$ cat src/sv/ond_pkg.sv
// ----------------------------------------------------------------------------
// ond_pkg
// Shared constants for the octahedral normal decoder.
// ----------------------------------------------------------------------------
package ond_pkg;

  // Full-scale code of one 16-bit unsigned-normalized coordinate
  localparam int unsigned ENC_MAX = 65535;

  // Signed width that holds 2*v - ENC_MAX and its folded forms
  localparam int unsigned COORD_W = 18;

  // Magnitude of one numerator, its square, and the sum of three squares
  localparam int unsigned MAG_W = 16;
  localparam int unsigned SQ_W  = 32;
  localparam int unsigned SUM_W = 34;

  // Lanes: x, y, z
  localparam int unsigned LANES = 3;

endpackage

$ cat src/sv/ond_prep.sv
// ----------------------------------------------------------------------------
// ond_prep
// Unpack, fold and square the numerators; three register stages.
// ----------------------------------------------------------------------------
module ond_prep (
  input  logic                        clk_i,
  input  logic                        rst_ni,
  input  logic                        en_i,
  input  logic                        valid_i,
  input  logic [31:0]                 packed_i,
  output logic                        valid_o,
  output logic [ond_pkg::LANES-1:0]   neg_o,
  output logic [ond_pkg::SQ_W-1:0]    m2_o [ond_pkg::LANES],
  output logic [ond_pkg::SUM_W-1:0]   sq_o
);

  localparam int unsigned CW = ond_pkg::COORD_W;
  localparam logic signed [CW-1:0] ENC = CW'(ond_pkg::ENC_MAX);

  logic signed [CW-1:0] ax, ay, abx, aby, nz, fx, fy, mx, my, mz;

  // Map codes to odd numerators and fold the lower hemisphere
  always_comb begin
    ax  = $signed({1'b0, packed_i[15:0], 1'b0}) - ENC;
    ay  = $signed({1'b0, packed_i[31:16], 1'b0}) - ENC;
    abx = ax[CW-1] ? -ax : ax;
    aby = ay[CW-1] ? -ay : ay;
    nz  = ENC - abx - aby;
    fx  = ENC - aby;
    fy  = ENC - abx;
    mx  = nz[CW-1] ? fx : abx;
    my  = nz[CW-1] ? fy : aby;
    mz  = nz[CW-1] ? -nz : nz;
  end

  logic                                a_valid_q, b_valid_q, c_valid_q;
  logic [ond_pkg::LANES-1:0]           a_neg_q, b_neg_q, c_neg_q;
  logic [ond_pkg::MAG_W-1:0]           a_mag_q [ond_pkg::LANES];
  logic [ond_pkg::SQ_W-1:0]            b_m2_q  [ond_pkg::LANES];
  logic [ond_pkg::SQ_W-1:0]            c_m2_q  [ond_pkg::LANES];
  logic [ond_pkg::SUM_W-1:0]           c_sq_q;

  // Advance valid bits
  always_ff @(posedge clk_i or negedge rst_ni) begin
    if (!rst_ni) begin
      a_valid_q <= 1'b0;
      b_valid_q <= 1'b0;
      c_valid_q <= 1'b0;
    end else if (en_i) begin
      a_valid_q <= valid_i;
      b_valid_q <= a_valid_q;
      c_valid_q <= b_valid_q;
    end
  end

  // Stage A: magnitudes; stage B: squares; stage C: sum of squares
  always_ff @(posedge clk_i) begin
    if (en_i) begin
      a_neg_q    <= {nz[CW-1], ay[CW-1], ax[CW-1]};
      a_mag_q[0] <= mx[ond_pkg::MAG_W-1:0];
      a_mag_q[1] <= my[ond_pkg::MAG_W-1:0];
      a_mag_q[2] <= mz[ond_pkg::MAG_W-1:0];
      b_neg_q    <= a_neg_q;
      for (int k = 0; k < ond_pkg::LANES; k++) begin
        b_m2_q[k] <= a_mag_q[k] * a_mag_q[k];
        c_m2_q[k] <= b_m2_q[k];
      end
      c_neg_q <= b_neg_q;
      c_sq_q  <= ond_pkg::SUM_W'(b_m2_q[0]) + ond_pkg::SUM_W'(b_m2_q[1])
               + ond_pkg::SUM_W'(b_m2_q[2]);
    end
  end

  assign valid_o = c_valid_q;
  assign neg_o   = c_neg_q;
  assign m2_o    = c_m2_q;
  assign sq_o    = c_sq_q;

endmodule

$ cat config.mk
export PLATFORM = sky130hd
export DESIGN_NAME = ond_prep
export DESIGN_NICKNAME = d
export VERILOG_FILES = /design/src/sv/ond_pkg.sv /design/src/sv/ond_prep.sv
export SDC_FILE = /design/constraint.sdc
export NUM_CORES = 2
export LEC_CHECK = 0
export BUFFER_PORTS_ARGS = -buffer_cell sky130_fd_sc_hd__clkbuf_2
export CAP_MARGIN = 15
export CORE_AREA = 4 4 311 313
export DETAILED_ROUTE_END_ITERATION = 6
export DIE_AREA = 0 0 315 317
export PLACE_DENSITY_LB_ADDON = 0.05
export SYNTH_ARGS = -nofsm -noshare
export SYNTH_HDL_FRONTEND = slang
export SYNTH_SLANG_ARGS = --single-unit
$ cat constraint.sdc
create_clock -name clk_i -period 8.1 [get_ports clk_i]
set_input_delay 1.62 -clock clk_i [delete_from_list [all_inputs] [get_ports clk_i]]
set_output_delay 1.62 -clock clk_i [all_outputs]
set_load 0.05 [all_outputs]
==> impl_metrics.tcl <==
set metrics [dict create \
    status "finished, final reports clean" \
    coreArea_sq_um 94300 \
    r2r_end "b_m2_q[0][62]" \
    vias_per_cell 4.728 \
    async_flop_share_pct 1.103 \
    ios 170 \
    ys_types 72 \
    r2r_slack_ns 1.12 \
    wl_per_cell_um 19.49 \
    ys_warn_count 0 \
    whs_path_depth 0 \
    fin_tns_setup_ns 0 \
    ant_nets 0 \
    numPortBuffers 164 \
    cts_setup_buffers 0 \
    clock_sinks 272 \
    post-dp-hpwl_mm 76.38 \
    die-area_sq_um 99860 \
    via_count 22180 \
    endpoint_kind "flop" \
    holdWs_ns 0.4128 \
    drt_iter0_drc 1181 \
    path_max_fanout 11 \
    mostFrequentLayoutCell "inv_1" \
    cts_made_buffers 36 \
    cts_buffer_depth 3 \
    start_util_pct 35.68 \
    place_congestion 0.8738 \
    drv_cap 0 \
    critical_path_required_ns 8.40 \
    finalHoldViolCount 0 \
    die_x_um 315 \
    grt_overflow 0 \
    rsz0062_at_grt "false" \
    grt_pass1_vias 24720 \
    area_growth_pct 9.910 \
    fin_ws_ns 1.120 \
    hold_class "reg -> reg" \
    synth-main-ff-cell "edfxtp_1" \
    synth_edf_count 269 \
    worst_pin_slew_ns 1.049 \
    skew_ns 0.02821 \
    htreeDepth 2 \
    path_clk_slew_ns 0.06 \
    finalCriticalPeriod_ns 6.980 \
    routed_wirelength_mm 91.45 \
    grt_max_degree 107 \
    antenna_found_initial 0 \
    ff2ff_path_depth 21 \
    clk_latency_ns 0.57 \
    layout_common_cells "788 x inv_1, 519 x fa_1, 345 x ha_1" \
    place_ws_ns 1.088 \
    drc 0 \
    slew_headroom_pct 30.08 \
    ys_ff_latch 272 \
    fmax_mhz 143.3 \
    fillers 9374 \
    critical_path_arrival_ns 7.28 \
    multi_input_area_sq_um 22110 \
    critPathKind "reg -> reg" \
    first_pass_iters 5 \
    grt_pass1_wl_mm 144.6 \
    cts-resized-gates 0 \
    layout-drive-gt1-share_pct 7.447 \
    die_h_um 317 \
    hold_buffers 0 \
    r2r_start "a_mag_q[0][28]" \
    synth_cells 3281 \
    syn_area_per_cell_sq_um 10.26 \
    crit_path_start_kind "flop" \
    min_from "b_m2_q[0][32]" \
    syn_area_sq_um 33650 \
    rows 113 \
    cts_tree "yes" \
    finalSetupViolCount 0 \
    cts-root-buf "clkbuf_16" \
    num-nets-final 4297 \
    ff_latch_area_sq_um 8153 \
    grt_use_total_pct 18.93 \
    ys_seq_area_share_pct 24.23 \
    drv_slew 0 \
    hold_end "m2_o[64]" \
    period_share_pct 86.17 \
]
## per-layer routing
metal	vias up	wire length [um]	GRT usage [%]
met3	93	3186	2.366
met2	410	43440	32.28
li1	10560	-	-
met5	-	0	0
met1	11120	42450	25.71
met4	0	2374	4.798
## state kept, by name, summed over array words and instances (netlist names)
register	flops
a_mag_q	46
valid_o	1
b_m2_q	91
a_neg_q	3
b_valid_q	1
sq_o	32
neg_o	3
a_valid_q	1
b_neg_q	3
m2_o	91
## critical path: stages, from the launching register on
cell and delay (ns):
edfxtp_1 0.78, inv_1 0.38, nor2_1 0.31, ha_1 0.30
xor2_1 0.20, fa_1 0.56, inv_1 0.06, fa_1 0.48
fa_1 0.51, fa_1 0.49, inv_1 0.05, fa_1 0.47
inv_1 0.04, ha_1 0.38, a21oi_1 0.21, nor2b_1 0.07
o21a_1 0.16, a2111oi_0 0.52, o21ai_1 0.21, a21oi_1 0.26
o21ai_1 0.11, xor2_1 0.15
## cell usage after synthesis, types with 10 or more instances
library cell	instances	area [sq um]
a211o_1	10	87.58
buf_4	12	90.09
and3_1	17	106.4
fa_1	519	10390
a21o_1	95	713.2
xnor2_1	118	1033
nor2b_1	21	131.4
o21ai_0	35	175.2
nand2b_1	15	93.84
o21bai_1	13	97.59
xor2_1	72	630.6
o21ai_1	56	280.3
clkbuf_1	82	307.8
a21oi_1	121	605.6
nor2_1	125	469.2
inv_1	788	2958
a211oi_1	12	90.09
nand4_1	15	93.84
ha_1	345	4317
nand2_1	290	1089
a31oi_1	17	106.4
edfxtp_1	269	8078
and2_1	83	519.3
nand3_1	22	110.1
o21a_1	14	105.1
## how the worst max path moves through the flow
stage                   startpoint             to
floorplan           a_mag_q[0][24]  b_m2_q[0][61]
global placement    a_mag_q[0][28]  b_m2_q[0][62]
detailed placement  a_mag_q[0][41]  b_m2_q[0][93]
CTS                 a_mag_q[0][41]  b_m2_q[0][93]
global route        a_mag_q[0][41]  b_m2_q[0][93]
finish              a_mag_q[0][28]  b_m2_q[0][62]
## stage by stage
stage | instance area (sq um) | utilization, % | std cells
global route | 36980 | 39.21 | 4689
global placement | 35740 | 37.90 | 4624
finish | 36980 | 39.22 | 4691
detailed placement | 35740 | 37.90 | 4624
CTS | 36980 | 39.21 | 4689
floorplan | 33660 | - | 3284
## final cells by class
class	count	share of cell area, %
diodes	2	0.01353
clock buffers	46	2.592
clock inverters	19	0.7646
inverters	793	8.049
multi-input cells	2121	59.79
flip-flops and latches	272	22.04
well taps	1265	4.280
repair buffers	173	2.463
## kinds of logic after synthesis
logic type / after synthesis / synth area share [%]
compound gates: 430 / 8.240
xor+xnor: 190 / 4.946
fa+ha+maj: 864 / 43.71
buf+inv: 891 / 10.08
flops: 272 / 24.23
mux: 11 / 0.3533
other cells: 2 / 0.02232
simple gates: 621 / 8.419
Power is not shown: default switching activity piles up to over one toggle a cycle in this logic, so the estimate is an artifact.
