==> src/sv/ond_pkg.sv <==
// ----------------------------------------------------------------------------
// ond_pkg
// Shared constants for the octahedral normal decoder.
// ----------------------------------------------------------------------------
package ond_pkg;

  // Full-scale code of one 16-bit unsigned-normalized coordinate
  localparam int unsigned ENC_MAX = 65535;

  // Signed width that holds 2*v - ENC_MAX and its folded forms
  localparam int unsigned COORD_W = 18;

  // Magnitude of one numerator, its square, and the sum of three squares
  localparam int unsigned MAG_W = 16;
  localparam int unsigned SQ_W  = 32;
  localparam int unsigned SUM_W = 34;

  // Lanes: x, y, z
  localparam int unsigned LANES = 3;

endpackage

==> src/sv/ond_step.sv <==
// ----------------------------------------------------------------------------
// ond_step
// One result bit of the rounded reciprocal-root scaling, for all three lanes.
// Tracks S = (2q-1)^2 * sq and U = (2q-1) * sq so each trial is shifts and adds.
// ----------------------------------------------------------------------------
module ond_step #(
  parameter int unsigned F   = 14,
  parameter int unsigned BIT = 0
) (
  input  logic                          clk_i,
  input  logic                          rst_ni,
  input  logic                          en_i,
  input  logic                          valid_i,
  input  logic [ond_pkg::LANES-1:0]     neg_i,
  input  logic [ond_pkg::SQ_W-1:0]      m2_i [ond_pkg::LANES],
  input  logic [ond_pkg::SUM_W-1:0]     sq_i,
  input  logic signed [2*F+38:0]        s_i  [ond_pkg::LANES],
  input  logic signed [2*F+38:0]        u_i  [ond_pkg::LANES],
  input  logic [F:0]                    q_i  [ond_pkg::LANES],
  output logic                          valid_o,
  output logic [ond_pkg::LANES-1:0]     neg_o,
  output logic [ond_pkg::SQ_W-1:0]      m2_o [ond_pkg::LANES],
  output logic [ond_pkg::SUM_W-1:0]     sq_o,
  output logic signed [2*F+38:0]        s_o  [ond_pkg::LANES],
  output logic signed [2*F+38:0]        u_o  [ond_pkg::LANES],
  output logic [F:0]                    q_o  [ond_pkg::LANES]
);

  localparam int unsigned W  = 2 * F + 39;
  localparam int unsigned QW = F + 1;
  localparam logic [QW-1:0] LOW_MASK = QW'((1 << BIT) - 1);
  localparam logic [QW-1:0] ONE      = QW'(1) << F;

  logic signed [W-1:0] sq_w;
  logic signed [W-1:0] cand [ond_pkg::LANES];
  logic signed [W-1:0] thr  [ond_pkg::LANES];
  logic signed [W-1:0] s_d  [ond_pkg::LANES];
  logic signed [W-1:0] u_d  [ond_pkg::LANES];
  logic [QW-1:0]       q_d  [ond_pkg::LANES];
  logic                take [ond_pkg::LANES];

  // Trial-set this bit; keep it when the rounding bound still holds
  always_comb begin
    sq_w = $signed(W'(sq_i));
    for (int k = 0; k < ond_pkg::LANES; k++) begin
      thr[k]  = $signed(W'({m2_i[k], {(2 * F + 2){1'b0}}}));
      cand[k] = s_i[k] + (u_i[k] <<< (BIT + 2)) + (sq_w <<< (2 * BIT + 2));
      take[k] = !q_i[k][F] && (cand[k] <= thr[k]);
      s_d[k]  = take[k] ? cand[k] : s_i[k];
      u_d[k]  = take[k] ? u_i[k] + (sq_w <<< (BIT + 1)) : u_i[k];
      q_d[k]  = q_i[k] | (QW'(take[k]) << BIT);
    end
  end

  // Hold the valid bit
  always_ff @(posedge clk_i or negedge rst_ni) begin
    if (!rst_ni) begin
      valid_o <= 1'b0;
    end else if (en_i) begin
      valid_o <= valid_i;
    end
  end

  // Advance the lane data
  always_ff @(posedge clk_i) begin
    if (en_i) begin
      neg_o <= neg_i;
      m2_o  <= m2_i;
      sq_o  <= sq_i;
      s_o   <= s_d;
      u_o   <= u_d;
      q_o   <= q_d;
    end
  end

`ifndef SYNTHESIS
  // Bits below this stage stay clear
  a_low_clear : assert property (@(posedge clk_i) disable iff (!rst_ni)
    valid_o |-> (((q_o[0] | q_o[1] | q_o[2]) & LOW_MASK) == '0))
    else $error("low result bits set early");

  // Magnitude never passes one
  a_cap : assert property (@(posedge clk_i) disable iff (!rst_ni)
    valid_o |-> ((!q_o[0][F] || (q_o[0] & ~ONE) == '0)
              && (!q_o[1][F] || (q_o[1] & ~ONE) == '0)
              && (!q_o[2][F] || (q_o[2] & ~ONE) == '0)))
    else $error("magnitude above one");

  // Accumulated square stays within the bound once a bit has been kept
  a_bound : assert property (@(posedge clk_i) disable iff (!rst_ni)
    valid_o |-> ((q_o[0] == '0
                  || s_o[0] <= $signed(W'({m2_o[0], {(2 * F + 2){1'b0}}})))
              && (q_o[1] == '0
                  || s_o[1] <= $signed(W'({m2_o[1], {(2 * F + 2){1'b0}}})))
              && (q_o[2] == '0
                  || s_o[2] <= $signed(W'({m2_o[2], {(2 * F + 2){1'b0}}})))))
    else $error("square accumulator past bound");
`endif

endmodule
==> config.mk <==
export PLATFORM = sky130hd
export DESIGN_NAME = ond_step
export DESIGN_NICKNAME = d
export VERILOG_FILES = /design/src/sv/ond_pkg.sv /design/src/sv/ond_step.sv
export SDC_FILE = /design/constraint.sdc
export NUM_CORES = 2
export LEC_CHECK = 0
export BUFFER_PORTS_ARGS = -buffer_cell sky130_fd_sc_hd__buf_2
export CAP_MARGIN = 20
export CORE_AREA = 8 8 444 446
export CTS_BUF_LIST = sky130_fd_sc_hd__clkbuf_2 sky130_fd_sc_hd__clkbuf_4 sky130_fd_sc_hd__clkbuf_8
export DETAILED_ROUTE_END_ITERATION = 8
export DIE_AREA = 0 0 452 454
export HOLD_SLACK_MARGIN = 0.15
export PLACE_DENSITY_LB_ADDON = 0.15
export SLEW_MARGIN = 20
export SYNTH_ARGS = -nofsm -noshare
export SYNTH_HDL_FRONTEND = slang
export SYNTH_SLANG_ARGS = --single-unit
==> constraint.sdc <==
create_clock -name clk_i -period 1.8 [get_ports clk_i]
set_input_delay 0.18 -clock clk_i [delete_from_list [all_inputs] [get_ports clk_i]]
set_output_delay 0.18 -clock clk_i [all_outputs]
set_load 0.01 [all_outputs]
==> results.txt <==
Fin crit period = 6.767 ns
# setup viols final = 398
Layout area overhead = 84.30%
Startpoint Class = primary input
Initial core utilization = 0.2361
Combinational fraction of design power = 0.520
Port bufs = 1,164
Async SR Flop Fraction = 0.001721
Met2 global-route usage = 0.4181
Area of the mapped netlist = 44,760 um2
Drt drc = 0
WL final = 258.3 mm
HPWL Detailed = 206.9 mm
Worst skew pair latency = 0.87 ns
CTS Sinks = 581
Top_reg_cell synth = edfxtp_1
Number of synthesized flops with an enable pin = 580
Sw power = 25.51 mW
Post-synthesis sequential area ratio = 0.3897
Core Rows = 160
Met1 GRT Util = 0.2844
CTS H-Tree Depth = 3
Setup_tns = -1852.73 ns
CTS max path bufs = 3
TritonRoute pass-1 iters = 5
Die area = 205,200 um2
Sw Ratio = 0.3645
Routability cong. = 0.9034
Top Family by Delay on Critical Path = buffers and inverters
Antenna Nets Post-Route = 0
First-pass GRT wire length = 360.7 mm
Status = finished, violations left
Most common cell after layout, fill and taps aside = buf_4
Max Cap Viol = 0
CTS root buffer = clkbuf_8
GR Util met3 = 0.04479
Vias in the first global route = 51,880
Crit. End Element = flip-flop
Crit path max fanout = 3
Largest net degree at the start of global routing = 72
WP buf/inv = 30
Vias per cell = 4.592
Lkg Pwr = 38.11 nW
Fin nets = 9,206
GRT Residual Overflow = 0
HP Class = in2reg
Finished Cell Area = 82,490 um2
Sequential share of power = 0.255
Slack of the critical path = -4.967 ns
DR iter-0 viols = 2,553
Worst slew pin tran = 0.7657 ns
Most frequent cells in the layout = buf_4, buf_2, dlygate4sd3_1
Peak VDD IR = 0.0006296 V
Most used cell, CP = buf_4
F_max = 147.8 MHz
Synthesized net count = 5,361
DIE WIDTH = 452 um
Layout Skew = 0 ns
Num CTS Buffers = 121
GR peak layer = met2
Clock share of power = 0.225
RSZ-0062 raised after global routing = true
Pwr dens = 848.3 nW/um2
Internal power = 44.46 mW
Hold slack = -0.4736 ns
GRT Overall Usage = 0.2393
Cell count after synthesis = 4,192
Fin. max-slew vios = 0
CTS tree = done
Synth cell types = 96
Synthesis Warnings = 0
Wire per inst = 24.16 um
Syn_area_per_cell = 10.68 um2
Final Hold Viols = 5
CP Class = in2reg
Reg clk slew, reported paths = 0.06 ns
Worst EP arrival = 7.39 ns
Initial antenna violation count = 88
Layout cells sized above 1 = 0.4534
Total core area = 189,600 um2
Crit share post-route = 3.759
Die span in y = 454 um
Vias post-DR = 49,100
Failing checks = hold timing, setup timing
Dpl cell area = 67,330 um2
Crit-path max cell delay = 0.48 ns
Critical path required time = 2.42 ns
Slew headroom = 0.4878
Flops & latches, synth = 581
Ports = 1,165
Slowest cell on crit path = fa_1
-- logic make-up after synthesis --
group | count (synthesis) | share of synthesized area
compound gates | 1112 | 0.1596
fa+ha+maj | 585 | 0.1816
simple gates | 1028 | 0.1142
flops | 581 | 0.3897
xor+xnor | 346 | 0.06801
mux | 217 | 0.05708
buf+inv | 323 | 0.02977
-- Yosys cell counts (22+ instances only) --
| master | number | area [um2] |
|---|---|---|
| xnor2_1 | 242 | 2120 |
| nor3_1 | 54 | 270.3 |
| nor2_1 | 254 | 953.4 |
| xor2_1 | 103 | 902.1 |
| and3_1 | 60 | 375.4 |
| mux2_4 | 36 | 540.5 |
| edfxtp_1 | 580 | 17420 |
| nand2b_1 | 28 | 175.2 |
| a31oi_1 | 39 | 244.0 |
| nand4_1 | 79 | 494.2 |
| buf_2 | 41 | 205.2 |
| o21bai_1 | 40 | 300.3 |
| a21o_1 | 173 | 1299 |
| nand2_1 | 245 | 919.6 |
| o21ai_0 | 185 | 925.9 |
| inv_1 | 205 | 769.5 |
| or3_1 | 22 | 137.6 |
| ha_1 | 477 | 5968 |
| nand3_1 | 119 | 595.6 |
| and4_1 | 23 | 201.4 |
| a211oi_1 | 23 | 172.7 |
| nor2b_1 | 41 | 256.5 |
| a21oi_1 | 391 | 1957 |
| o211ai_1 | 23 | 172.7 |
| mux2_2 | 154 | 1734 |
| clkbuf_1 | 63 | 236.5 |
| o21a_1 | 57 | 427.9 |
| and2_1 | 28 | 175.2 |
| fa_1 | 108 | 2162 |
-- layer usage --
layer | share of wire | vias to the layer above
met5 | 0.00029 | -
met4 | 0.055 | 12
met3 | 0.053 | 454
met2 | 0.49 | 1378
met1 | 0.41 | 23670
li1 | - | 23580
-- final timing paths --
| check | startpoint | end | slack, ns | depth (start not counted) |
|---|---|---|---|---|
| worst min register to register | valid_o | valid_o | 1.04 | 2 |
| min in group asynchronous | rst_ni | valid_o | 0.70 | 4 |
| worst max-delay path | sq_i[5] | s_o[127] | -4.97 | 44 |
| max in group asynchronous | rst_ni | valid_o | 0.99 | 4 |
| worst min-delay path | u_i[134] | u_o[134] | -0.47 | 1 |
| worst max register to register | valid_o | valid_o | 0.51 | 2 |
-- registers in the layout, indices dropped and copies added (netlist names) --
register	cells
s_o	201
u_o	201
m2_o	96
q_o	45
sq_o	34
neg_o	3
valid_o	1
-- stage by stage --
| step | cells | hold WS [ns] | power [mW] | util | worst slack [ns] |
|---|---|---|---|---|---|
| 3_5_place_dp | 9388 | -0.04453 | 49.70 | 0.3552 | -6.576 |
| 5_1_grt | 10670 | -0.5448 | 73.92 | 0.4348 | -5.175 |
| 3_3_place_gp | 9388 | -0.04554 | 49.73 | 0.3552 | -6.489 |
| 6_report | 10690 | -0.4736 | 69.97 | 0.4351 | -4.967 |
| 4_1_cts | 10600 | -0.6362 | 69.46 | 0.4267 | -4.908 |
| 2_1_floorplan | 4192 | -0.1156 | 32.71 | - | -4.690 |
-- what timing repair did --
action | 4_1_cts | 5_1_grt
pin swaps | 83 | 126
cloned | 14 | 7
endpoints found under the setup margin | 463 | 424
endpoints found under the hold margin | 1162 | 11
hold buffers | 905 | 8
setup buffers | 76 | 33
resized for setup | 206 | 213
-- power by group through the flow --
stage          sequential (mW)  combinational, mW  clock [mW]
2_1_floorplan             18.8               13.9           0
3_3_place_gp              18.1               31.6           0
3_5_place_dp              18.1               31.6           0
4_1_cts                   17.9               35.3        16.4
5_1_grt                   18.0               39.2        16.8
6_report                  17.8               36.4        15.8
-- layout make-up --
class / count / area [um2]
Antenna cell: 46 / 115.1
Clock buffer: 147 / 1861
Clock inverter: 73 / 706.9
Fill cell: 18550 / 107100
Inverter: 205 / 775.7
Multi-Input combinational cell: 3288 / 28660
Sequential cell: 581 / 17440
Tap cell: 2511 / 3142
Timing Repair Buffer: 3840 / 29780
Power figures use the tool's default switching activity.
